===== config.mk =====
export PLATFORM = sky130hd
export DESIGN_NAME = battery_charge_stage_controller
export DESIGN_NICKNAME = d
export VERILOG_FILES = /design/src/sv/bcsc_pkg.sv /design/src/sv/bcsc_front.sv /design/src/sv/bcsc_fifo.sv /design/src/sv/bcsc_back.sv /design/src/sv/battery_charge_stage_controller.sv
export SDC_FILE = /design/constraint.sdc
export NUM_CORES = 1
export LEC_CHECK = 0
export ABC_AREA = 1
export BUFFER_PORTS_ARGS = -buffer_cell sky130_fd_sc_hd__clkbuf_2
export CAP_MARGIN = 25
export CORE_MARGIN = 2
export CORE_UTILIZATION = 29
export CTS_CLUSTER_DIAMETER = 200
export DETAILED_ROUTE_END_ITERATION = 8
export GPL_TIMING_DRIVEN = 0
export SETUP_SLACK_MARGIN = 0.05
export SLEW_MARGIN = 20
export SYNTH_ARGS = -nofsm -noshare
export SYNTH_HDL_FRONTEND = slang
export SYNTH_SLANG_ARGS = --single-unit

===== constraint.sdc =====
create_clock -name clk -period 5.5 [get_ports clk]
set_input_delay 0.825 -clock clk [delete_from_list [all_inputs] [get_ports clk]]
set_output_delay 0.825 -clock clk [all_outputs]
set_load 0.05 [all_outputs]

===== src/sv/bcsc_pkg.sv =====
`timescale 1ns / 1ps
// ----------------------------------------------------------------------------
// bcsc_pkg: shared types and constants of the charge stage controller
// Charger stages, window job record, threshold bundle and register indexes.
// ----------------------------------------------------------------------------
package bcsc_pkg;

  localparam int SAMPLE_W   = 10;  // adc count width
  localparam int RATIO_W    = 16;  // q8.8 divider ratio
  localparam int SCALED_W   = SAMPLE_W + RATIO_W - 8;
  localparam int CUR_W      = 17;  // current window sum
  localparam int VOLT_W     = 27;  // signed voltage window sum
  localparam int CUR_THR_W  = 17;
  localparam int VOLT_THR_W = 26;
  localparam int CNT_W      = 7;   // sample counter
  localparam int DUTY_W     = 8;
  localparam int STAGE_W    = 2;
  localparam int CFG_INDEX_W = 4;
  localparam int CFG_DATA_W  = 26;
  localparam int QUEUE_DEPTH = 4;

  localparam logic [DUTY_W-1:0] DUTY_MIN = DUTY_W'(1);
  localparam logic [DUTY_W-1:0] DUTY_MAX = DUTY_W'(255);

  // register indexes of the configuration port
  localparam logic [CFG_INDEX_W-1:0] REG_VOLTAGE_RATIO        = 4'd0;
  localparam logic [CFG_INDEX_W-1:0] REG_CURRENT_LIMIT        = 4'd1;
  localparam logic [CFG_INDEX_W-1:0] REG_PRECHARGE_CURRENT    = 4'd2;
  localparam logic [CFG_INDEX_W-1:0] REG_BULK_ENTRY_VOLTAGE   = 4'd3;
  localparam logic [CFG_INDEX_W-1:0] REG_ABSORB_ENTRY_VOLTAGE = 4'd4;
  localparam logic [CFG_INDEX_W-1:0] REG_ABSORB_VOLTAGE       = 4'd5;
  localparam logic [CFG_INDEX_W-1:0] REG_FLOAT_ENTRY_CURRENT  = 4'd6;
  localparam logic [CFG_INDEX_W-1:0] REG_FLOAT_VOLTAGE        = 4'd7;

  localparam logic [RATIO_W-1:0] RATIO_RESET = RATIO_W'(256);

  typedef enum logic [STAGE_W-1:0] {
    ST_DISCHARGED = 2'd0,
    ST_BULK       = 2'd1,
    ST_OVERCHARGE = 2'd2,
    ST_FLOAT      = 2'd3
  } stage_t;

  // one entry of the queue between front and back
  typedef struct packed {
    logic                     restart;
    logic [CUR_W-1:0]         cur_sum;
    logic signed [VOLT_W-1:0] volt_sum;
  } job_t;

  typedef struct packed {
    logic [CUR_THR_W-1:0]  current_limit;
    logic [CUR_THR_W-1:0]  precharge_current;
    logic [VOLT_THR_W-1:0] bulk_entry_voltage;
    logic [VOLT_THR_W-1:0] absorb_entry_voltage;
    logic [VOLT_THR_W-1:0] absorb_voltage;
    logic [CUR_THR_W-1:0]  float_entry_current;
    logic [VOLT_THR_W-1:0] float_voltage;
  } thresh_t;

  typedef struct packed {
    logic full;
    logic empty;
  } queue_status_t;

endpackage


===== src/sv/bcsc_front.sv =====
`timescale 1ns / 1ps
// ----------------------------------------------------------------------------
// bcsc_front: sample intake and window accumulation
// Scales the sense sample, sums the window and posts a job per window end
// or restart.
// ----------------------------------------------------------------------------
module bcsc_front #(
  parameter int WINDOW = 100
) (
  input  logic                              clk,
  input  logic                              rst,
  input  logic                              in_valid,
  output logic                              in_ready,
  input  logic                              in_restart,
  input  logic [bcsc_pkg::SAMPLE_W-1:0]     in_shunt,
  input  logic [bcsc_pkg::SAMPLE_W-1:0]     in_sense,
  input  logic [bcsc_pkg::RATIO_W-1:0]      voltage_ratio,
  input  bcsc_pkg::queue_status_t           q_status,
  output logic                              q_push,
  output bcsc_pkg::job_t                    q_job
);

  localparam int PROD_W = bcsc_pkg::SAMPLE_W + bcsc_pkg::RATIO_W;
  localparam int TERM_W = bcsc_pkg::SCALED_W + 1;
  localparam logic [bcsc_pkg::CNT_W-1:0] LAST_COUNT = bcsc_pkg::CNT_W'(WINDOW - 1);

  // stage 1: registered product
  logic                              s1_valid;
  logic                              s1_restart;
  logic [bcsc_pkg::SAMPLE_W-1:0]     s1_shunt;
  logic [bcsc_pkg::SCALED_W-1:0]     s1_scaled;

  logic [bcsc_pkg::CNT_W-1:0]        sample_count;
  logic [bcsc_pkg::CUR_W-1:0]        current_sum;
  logic signed [bcsc_pkg::VOLT_W-1:0] voltage_sum;

  logic [PROD_W-1:0]                 product;
  logic signed [TERM_W-1:0]          term;
  logic [bcsc_pkg::CUR_W-1:0]        current_sum_next;
  logic signed [bcsc_pkg::VOLT_W-1:0] voltage_sum_next;
  logic                              window_end;
  logic                              makes_job;
  logic                              commit;
  logic                              load;

  assign product = PROD_W'(in_sense) * PROD_W'(voltage_ratio);

  assign term = $signed({1'b0, s1_scaled})
              - $signed({{(TERM_W - bcsc_pkg::SAMPLE_W){1'b0}}, s1_shunt});
  assign current_sum_next = current_sum + bcsc_pkg::CUR_W'(s1_shunt);
  assign voltage_sum_next = voltage_sum + bcsc_pkg::VOLT_W'(term);

  assign window_end = (sample_count == LAST_COUNT);
  assign makes_job  = s1_restart || window_end;
  assign commit     = s1_valid && (!makes_job || !q_status.full);
  assign in_ready   = !s1_valid || commit;
  assign load       = in_valid && in_ready;

  assign q_push           = commit && makes_job;
  assign q_job.restart    = s1_restart;
  assign q_job.cur_sum    = current_sum_next;
  assign q_job.volt_sum   = voltage_sum_next;

  always_ff @(posedge clk) begin
    if (rst) begin
      s1_valid <= 1'b0;
    end else if (load) begin
      s1_valid <= 1'b1;
    end else if (commit) begin
      s1_valid <= 1'b0;
    end
  end

  always_ff @(posedge clk) begin
    if (load) begin
      s1_restart <= in_restart;
      s1_shunt   <= in_shunt;
      s1_scaled  <= product[PROD_W-1:8];
    end
  end

  // restart leaves the window in progress alone
  always_ff @(posedge clk) begin
    if (rst) begin
      sample_count <= '0;
      current_sum  <= '0;
      voltage_sum  <= '0;
    end else if (commit && !s1_restart) begin
      if (window_end) begin
        sample_count <= '0;
        current_sum  <= '0;
        voltage_sum  <= '0;
      end else begin
        sample_count <= sample_count + 1'b1;
        current_sum  <= current_sum_next;
        voltage_sum  <= voltage_sum_next;
      end
    end
  end

endmodule


===== src/sv/bcsc_fifo.sv =====
`timescale 1ns / 1ps
// ----------------------------------------------------------------------------
// bcsc_fifo: job queue between front and back
// Small register queue; push is refused while full.
// ----------------------------------------------------------------------------
module bcsc_fifo (
  input  logic                    clk,
  input  logic                    rst,
  input  logic                    push,
  input  bcsc_pkg::job_t          push_job,
  input  logic                    pop,
  output bcsc_pkg::job_t          head_job,
  output bcsc_pkg::queue_status_t status
);

  localparam int PTR_W = $clog2(bcsc_pkg::QUEUE_DEPTH);
  localparam int LVL_W = $clog2(bcsc_pkg::QUEUE_DEPTH + 1);

  bcsc_pkg::job_t     entries [bcsc_pkg::QUEUE_DEPTH];
  logic [PTR_W-1:0]   wr_ptr;
  logic [PTR_W-1:0]   rd_ptr;
  logic [LVL_W-1:0]   level;
  logic               do_push;
  logic               do_pop;

  assign status.full  = (level == LVL_W'(bcsc_pkg::QUEUE_DEPTH));
  assign status.empty = (level == '0);
  assign do_push  = push && !status.full;
  assign do_pop   = pop && !status.empty;
  assign head_job = entries[rd_ptr];

  always_ff @(posedge clk) begin
    if (do_push) begin
      entries[wr_ptr] <= push_job;
    end
  end

  always_ff @(posedge clk) begin
    if (rst) begin
      wr_ptr <= '0;
      rd_ptr <= '0;
      level  <= '0;
    end else begin
      if (do_push) begin
        wr_ptr <= (wr_ptr == PTR_W'(bcsc_pkg::QUEUE_DEPTH - 1)) ? '0 : wr_ptr + 1'b1;
      end
      if (do_pop) begin
        rd_ptr <= (rd_ptr == PTR_W'(bcsc_pkg::QUEUE_DEPTH - 1)) ? '0 : rd_ptr + 1'b1;
      end
      if (do_push && !do_pop) begin
        level <= level + 1'b1;
      end else if (do_pop && !do_push) begin
        level <= level - 1'b1;
      end
    end
  end

endmodule


===== src/sv/bcsc_back.sv =====
`timescale 1ns / 1ps
// ----------------------------------------------------------------------------
// bcsc_back: charger stage machine and result register
// Runs one stage update per job and holds the result until taken.
// ----------------------------------------------------------------------------
module bcsc_back (
  input  logic                          clk,
  input  logic                          rst,
  input  bcsc_pkg::queue_status_t       q_status,
  input  bcsc_pkg::job_t                q_job,
  output logic                          q_pop,
  input  bcsc_pkg::thresh_t             thr,
  output logic                          out_valid,
  input  logic                          out_ready,
  output logic [bcsc_pkg::DUTY_W-1:0]   out_duty,
  output bcsc_pkg::stage_t              out_stage
);

  localparam int CMP_W = bcsc_pkg::VOLT_W + 1;

  bcsc_pkg::stage_t              charge_stage;
  bcsc_pkg::stage_t              charge_stage_next;
  logic [bcsc_pkg::DUTY_W-1:0]   duty_value;
  logic [bcsc_pkg::DUTY_W-1:0]   duty_value_next;

  logic signed [CMP_W-1:0]       v;
  logic signed [CMP_W-1:0]       bulk_thr;
  logic signed [CMP_W-1:0]       absorb_entry_thr;
  logic signed [CMP_W-1:0]       absorb_thr;
  logic signed [CMP_W-1:0]       float_thr;
  logic                          below_limit;
  logic                          step_up;

  assign q_pop = !q_status.empty && (!out_valid || out_ready);

  assign v                = CMP_W'(q_job.volt_sum);
  assign bulk_thr         = $signed({2'b00, thr.bulk_entry_voltage});
  assign absorb_entry_thr = $signed({2'b00, thr.absorb_entry_voltage});
  assign absorb_thr       = $signed({2'b00, thr.absorb_voltage});
  assign float_thr        = $signed({2'b00, thr.float_voltage});
  assign below_limit      = q_job.cur_sum < thr.current_limit;

  always_comb begin
    charge_stage_next = charge_stage;
    step_up           = 1'b0;
    case (charge_stage)
      bcsc_pkg::ST_DISCHARGED: begin
        step_up = below_limit && (q_job.cur_sum < thr.precharge_current);
        if (v > bulk_thr) begin
          charge_stage_next = bcsc_pkg::ST_BULK;
        end
      end
      bcsc_pkg::ST_BULK: begin
        step_up = below_limit;
        if (v > absorb_entry_thr) begin
          charge_stage_next = bcsc_pkg::ST_OVERCHARGE;
        end
      end
      bcsc_pkg::ST_OVERCHARGE: begin
        step_up = below_limit && (v < absorb_thr);
        if (q_job.cur_sum < thr.float_entry_current) begin
          charge_stage_next = bcsc_pkg::ST_FLOAT;
        end
      end
      default: begin
        step_up = below_limit && !(v > float_thr);
      end
    endcase

    // saturating duty step
    if (step_up) begin
      duty_value_next = (duty_value == bcsc_pkg::DUTY_MAX) ? duty_value : duty_value + 1'b1;
    end else begin
      duty_value_next = (duty_value == bcsc_pkg::DUTY_MIN) ? duty_value : duty_value - 1'b1;
    end

    if (q_job.restart) begin
      charge_stage_next = bcsc_pkg::ST_DISCHARGED;
      duty_value_next   = bcsc_pkg::DUTY_MIN;
    end
  end

  always_ff @(posedge clk) begin
    if (rst) begin
      charge_stage <= bcsc_pkg::ST_DISCHARGED;
      duty_value   <= bcsc_pkg::DUTY_MIN;
      out_valid    <= 1'b0;
    end else begin
      if (q_pop) begin
        charge_stage <= charge_stage_next;
        duty_value   <= duty_value_next;
        out_valid    <= 1'b1;
      end else if (out_ready) begin
        out_valid    <= 1'b0;
      end
    end
  end

  always_ff @(posedge clk) begin
    if (q_pop) begin
      out_duty  <= duty_value_next;
      out_stage <= charge_stage_next;
    end
  end

endmodule


===== src/sv/battery_charge_stage_controller.sv =====
`timescale 1ns / 1ps
// ----------------------------------------------------------------------------
// battery_charge_stage_controller: four-stage lead-acid charge controller
// Windowed shunt / sense accumulation driving a stepped pwm duty.
// ----------------------------------------------------------------------------
// usage
//   input beats carry one adc pair (tuser low) or a restart (tuser high)
//   every WINDOW sample beats give one output beat with the new duty and
//   stage; a restart gives one output beat (duty 1, discharged) and leaves
//   the window in progress untouched; other beats give no output
//   thresholds are window sums in adc counts, written on the cfg port
//   only while the block is idle
// timing
//   one input beat per cycle sustained while the job queue has room; the beat
//   that causes an output beat passes the multiply register, the window adder
//   into the job queue and the stage machine into the output register
//   a four-entry job queue sits between the window adder and the stage
//   machine, so input keeps flowing while an output beat waits
// reset and stall
//   rst clears the window, the queue, the stage (discharged), the duty (1)
//   and the registers (ratio 256, thresholds 0)
//   when m_tready stays low the queue fills and then s_tready drops
// ----------------------------------------------------------------------------
module battery_charge_stage_controller #(
  parameter int WINDOW = 100  // samples per window, 1 to 128
) (
  input  logic                                clk,
  input  logic                                rst,
  // input stream
  input  logic                                s_tvalid,
  output logic                                s_tready,
  input  logic [23:0]                         s_tdata,  // shunt_sample, sense_sample
  input  logic                                s_tuser,  // action
  // output stream
  output logic                                m_tvalid,
  input  logic                                m_tready,
  output logic [15:0]                         m_tdata,  // pwm_duty, stage
  // configuration
  input  logic                                cfg_we,
  input  logic [bcsc_pkg::CFG_INDEX_W-1:0]    cfg_index,
  input  logic [bcsc_pkg::CFG_DATA_W-1:0]     cfg_data
);

  logic [bcsc_pkg::RATIO_W-1:0]  voltage_ratio;
  bcsc_pkg::thresh_t             thr;

  bcsc_pkg::queue_status_t       q_status;
  bcsc_pkg::job_t                push_job;
  bcsc_pkg::job_t                head_job;
  logic                          q_push;
  logic                          q_pop;

  logic [bcsc_pkg::DUTY_W-1:0]   out_duty;
  bcsc_pkg::stage_t              out_stage;

  // configuration registers, values masked to their widths
  always_ff @(posedge clk) begin
    if (rst) begin
      voltage_ratio <= bcsc_pkg::RATIO_RESET;
      thr           <= '0;
    end else if (cfg_we) begin
      case (cfg_index)
        bcsc_pkg::REG_VOLTAGE_RATIO:
          voltage_ratio <= cfg_data[bcsc_pkg::RATIO_W-1:0];
        bcsc_pkg::REG_CURRENT_LIMIT:
          thr.current_limit <= cfg_data[bcsc_pkg::CUR_THR_W-1:0];
        bcsc_pkg::REG_PRECHARGE_CURRENT:
          thr.precharge_current <= cfg_data[bcsc_pkg::CUR_THR_W-1:0];
        bcsc_pkg::REG_BULK_ENTRY_VOLTAGE:
          thr.bulk_entry_voltage <= cfg_data[bcsc_pkg::VOLT_THR_W-1:0];
        bcsc_pkg::REG_ABSORB_ENTRY_VOLTAGE:
          thr.absorb_entry_voltage <= cfg_data[bcsc_pkg::VOLT_THR_W-1:0];
        bcsc_pkg::REG_ABSORB_VOLTAGE:
          thr.absorb_voltage <= cfg_data[bcsc_pkg::VOLT_THR_W-1:0];
        bcsc_pkg::REG_FLOAT_ENTRY_CURRENT:
          thr.float_entry_current <= cfg_data[bcsc_pkg::CUR_THR_W-1:0];
        bcsc_pkg::REG_FLOAT_VOLTAGE:
          thr.float_voltage <= cfg_data[bcsc_pkg::VOLT_THR_W-1:0];
        default: ;  // indexes past the list are dropped
      endcase
    end
  end

  // front: scaling and window sums
  bcsc_front #(
    .WINDOW (WINDOW)
  ) u_front (
    .clk           (clk),
    .rst           (rst),
    .in_valid      (s_tvalid),
    .in_ready      (s_tready),
    .in_restart    (s_tuser),
    .in_shunt      (s_tdata[9:0]),
    .in_sense      (s_tdata[19:10]),
    .voltage_ratio (voltage_ratio),
    .q_status      (q_status),
    .q_push        (q_push),
    .q_job         (push_job)
  );

  // job queue
  bcsc_fifo u_fifo (
    .clk      (clk),
    .rst      (rst),
    .push     (q_push),
    .push_job (push_job),
    .pop      (q_pop),
    .head_job (head_job),
    .status   (q_status)
  );

  // back: stage machine and output register
  bcsc_back u_back (
    .clk       (clk),
    .rst       (rst),
    .q_status  (q_status),
    .q_job     (head_job),
    .q_pop     (q_pop),
    .thr       (thr),
    .out_valid (m_tvalid),
    .out_ready (m_tready),
    .out_duty  (out_duty),
    .out_stage (out_stage)
  );

  assign m_tdata = {6'b0, out_stage, out_duty};

`ifndef ASSERT_OFF
  // duty never leaves its floor
  assert property (@(posedge clk) disable iff (rst) m_tvalid |-> (m_tdata[7:0] != 8'd0))
    else $error("pwm duty of zero on output");

  // output register is empty straight after reset
  assert property (@(posedge clk) rst |=> !m_tvalid)
    else $error("output beat valid after reset");

  // queue cannot be full and empty at once
  assert property (@(posedge clk) disable iff (rst) !(q_status.full && q_status.empty))
    else $error("job queue both full and empty");

  // a pop always lands in the output register
  assert property (@(posedge clk) disable iff (rst) q_pop |=> m_tvalid)
    else $error("job popped without output beat");
`endif

endmodule

==> out/results.md <==
| Parameter | This run |
| --- | --- |
| Most frequent cells in the layout | 552 x sky130_fd_sc_hd__nand2_1, 536 x sky130_fd_sc_hd__inv_1, 352 x sky130_fd_sc_hd__a21oi_1 |
| Final std cells w/o fill | 4791 |
| Total length of routed wires | 79.41 mm |
| Post-placement cell count | 4693 |
| Clock slew at the register clock pins of the worst setup and hold paths | 0.06 ns |
| Area fraction in and, or, nand and nor cells after synthesis | 13.89% |
| Antenna fix cells | 0 |
| Fin Setup TNS | 0 ns |
| Final hold viol count | 0 |
| Leading cell type in the layout, fill and taps excluded | sky130_fd_sc_hd__nand2_1 |
| Via total after detailed routing | 22660 |
| Logic gate share of total power | 42.8% |
| Via count of the first global-routing pass | 22170 |
| IO Pins | 78 |
| CTS tree | done |
| Fraction of synthesized area in multiplexers | 0% |
| First-pass GRT wire length | 123.5 mm |
| Filler cells | 9995 |
| CTS buffer count | 50 |
| Xor and xnor fraction of the mapped netlist area | 2.312% |
| RSZ-0062 raised after global routing | false |
| Final design instance area without fill | 0.03253 mm² |
| Sinks on the clock net | 462 |
| Adder-cell area share of the yosys netlist | 19.68% |
| LEAKAGE | 14.10 nW |
| Number of nets in the layout | 3913 |
| Height of the die | 317 µm |
| Count of routing violations after the opening detailed-route iteration | 1490 |
| Critical path's largest stage delay | 0.57 ns |
| Net switching power of the design | 5.393 mW |
| Transition at the pin with the smallest max-transition slack | 0.9858 ns |
| Part of the cycle the worst path needs | 95.58% |
| Placed cell areas | 0.03070 mm² |
| Critical path required time | 5.84 ns |
| Min Tclk post-route | 5.257 ns |
| Total of endpoints with negative setup slack in the final report | 0 |
| Share of layout cells above drive strength 1 | 6.828% |
| Pwr/cell area | 402.3 mW/mm² |
| Initial antenna violation count | 3 |
| Kind of start point of the critical path | flop |
| Cells after Synth | 3348 |
| Proportion of power drawn by flip-flops and latches | 31.3% |
| Effective utilization at floorplan | 29.33% |
| Post-synth top flop | sky130_fd_sc_hd__dfxtp_1 |
| Mapped cell area | 0.02841 mm² |
| Instance count along the most critical hold path | 1 |
| Root cell of the clock tree | sky130_fd_sc_hd__clkbuf_16 |
| Total die area | 0.1005 mm² |
| Final RePlAce weighted congestion | 0.8762 |
| Worst slew margin relative to its limit | 34.28% |
| Syn-to-layout area delta | 14.48% |
| Slew Limit Fails | 0 |
| Fraction of power consumed by the clock network | 25.9% |
| Dominant combinational cell family by area after synthesis | adder cells |
| Max stage delay cell, worst path | sky130_fd_sc_hd__fa_1 |
| Cell breakdown of the critical path | buf_8 -> nand2_1 -> fa_1 -> fa_1 -> inv_1 -> fa_1 -> fa_1 -> inv_1 -> fa_1 -> inv_1 -> ha_4 -> nand2_1 -> inv_1 -> a221oi_4 -> nand2_1 -> a21oi_1 -> o21ai_0 -> xor2_1 |
| Port Buffer Count | 56 |
| Number of different library cells in the post-synthesis netlist | 55 |
| DRC violation count after routing | 0 |
| Per-cell routed wire length | 16.57 µm |
| Synthesis Warnings | 0 |
| Maximum number of pins on one net before global-route repair | 30 |
| DRT antenna net count | 0 |
| R2r worst-path depth | 18 |
| Largest fanout on the critical path | 10 |
| Core Area | 0.09685 mm² |
| Total number of H-tree levels | 2 |
| Final HPWL DP | 59.40 mm |
| Internal | 7.691 mW |
| Number of flops mapped to enable cells by yosys | 219 |
| Total chip power | 13.08 mW |
| Chip width | 317 µm |
| Worst Setup Path Type | reg -> reg |
| Detail-routed via count per cell | 4.731 |
| Worst clock skew | 0.03961 ns |
| DR pass1 iterations | 7 |
| Count of hold-fix buffers inserted at cts | 0 |
| Max Clk Rate | 190.2 MHz |
| CP Capture Type | flop |
| Clock insertion delay at the later pin of the skew report | 0.62 ns |
| Net switching fraction of the power | 41.22% |
| Async set or reset register ratio after synthesis | 0% |
| Row count | 114 |
| Endpoint arrival time on the critical path | 5.59 ns |
| Count of state elements after synthesis | 462 |
| Status | finished, final reports clean |
| Proportion of synthesized chip area in sequential cells | 40.27% |
| Average size of a mapped cell | 8.486 µm² |
| Final core utilization | 33.58% |
| Maximum resistive drop on vdd | 252.8 µV |
| Gr usage total | 15.78% |
| Class of the tightest hold or removal check | in -> reg |
| Number of max-cap violations | 0 |
| Longest Clk Path Bufs | 3 |
| CP most frequent cell | sky130_fd_sc_hd__fa_1 |
| Complex-gate fraction of the synthesized area | 14.63% |
| Remaining global-route overflow | 0 |
metal layers:
metal / vias up / global-route usage (%) / part of all wire [%]
met5: - / 0 / 0.016
met4: 2 / 3.656 / 1.7
met3: 86 / 2.002 / 4.9
met2: 499 / 26.06 / 46
met1: 10800 / 21.94 / 48
li1: 11270 / - / -
layout make-up:
type / instances / area, µm² / area share [%]
Buffer: 138 / 780.7 / 2.400
Tap cell: 1276 / 1597 / 4.908
Timing Repair Buffer: 71 / 555.5 / 1.708
Multi-Input combinational cell: 2208 / 14480 / 44.53
Sequential cell: 462 / 11450 / 35.19
Inverter: 543 / 2043 / 6.282
Clock buffer: 66 / 1383 / 4.251
Clock inverter: 27 / 237.7 / 0.7309
synth_stat cells (all sizes together), types with 13 or more instances:
cell type / instances / share of area, %
nand2: 560 / 7.5
inv: 541 / 7.2
a21oi: 357 / 6.3
o21ai: 336 / 6.0
ha: 266 / 12
dfxtp: 243 / 17
nor2: 239 / 3.2
edfxtp: 219 / 23
clkbuf: 123 / 1.6
fa: 113 / 8.0
nand3: 81 / 1.5
xor2: 54 / 1.7
o22ai: 41 / 0.90
nor3: 27 / 0.49
nand4: 21 / 0.46
xnor2: 21 / 0.65
buf: 17 / 0.39
nor4: 13 / 0.29
per-stage QoR:
step                      worst slack (ns)  hold slack, ns
final                               0.2428          0.4085
after global routing               0.01924          0.3912
after CTS                          0.03630          0.3786
after detailed placement           -0.7261          0.4455
after global placement             -0.7791          0.4387
after floorplan                    0.05109          0.4221
registers in the layout, indices dropped and copies added (netlist names), named ones only:
| name | flops |
|---|---|
| u_fifo.level | 3 |
| u_front.sample_count | 7 |
| u_front.current_sum | 17 |
| u_front.s1_valid | 1 |
| voltage_ratio | 16 |
| u_fifo.wr_ptr | 2 |
| u_front.s1_restart | 1 |
| u_front.s1_scaled | 18 |
| u_back.duty_value | 8 |
| u_back.out_stage | 2 |
| u_back.out_valid | 1 |
| u_fifo.entries | 180 |
| u_back.charge_stage | 2 |
| thr | 155 |
| u_front.voltage_sum | 27 |
| u_front.s1_shunt | 10 |
| u_back.out_duty | 8 |
| u_fifo.rd_ptr | 2 |
worst max-delay path: cells and delay by family (launching register included):
| family | cells | cell delay [ns] |
|---|---|---|
| xor+xnor | 1 | 0.16 |
| flops | 1 | 0.39 |
| fa+ha+maj | 6 | 2.94 |
| buf+inv | 5 | 0.42 |
| compound gates | 3 | 0.83 |
| simple gates | 3 | 0.26 |
final timing paths:
kind,start,to,slack (ns)
setup / recovery,voltage_ratio[2],u_front.s1_scaled[5],0.24
hold / removal,s_tdata[8],u_front.s1_shunt[8],0.41
setup reg to reg,voltage_ratio[2],u_front.s1_scaled[5],0.24
hold reg to reg,u_front.sample_count[6],u_front.sample_count[6],0.45
kinds of logic (layout without fill, tap and decap cells):
logic type | count (synthesis) | in the layout
xor gates and xnor gates | 75 | 75
adders and majority gates | 379 | 379
DFF | 462 | 462
AOI/OAI and AO/OA | 786 | 786
other | 1 | 6
buffers and inverters | 683 | 845
and+or+nand+nor | 962 | 962
what timing repair did:
item,CTS,global route
gates resized for setup,20,69
pin swaps,0,5
setup buffers,0,7
setup endpoints to repair,12,11
power by group through the flow:
stage | logic (mW) | registers, mW | clock network, mW
global placement | 5.44 | 4.16 | 0
detailed placement | 5.55 | 4.16 | 0
global route | 6.39 | 4.11 | 3.57
CTS | 5.58 | 4.09 | 3.44
floorplan | 3.74 | 4.27 | 0
finish | 5.61 | 4.09 | 3.39
No activity file was read; power rests on OpenSTA's default activity.
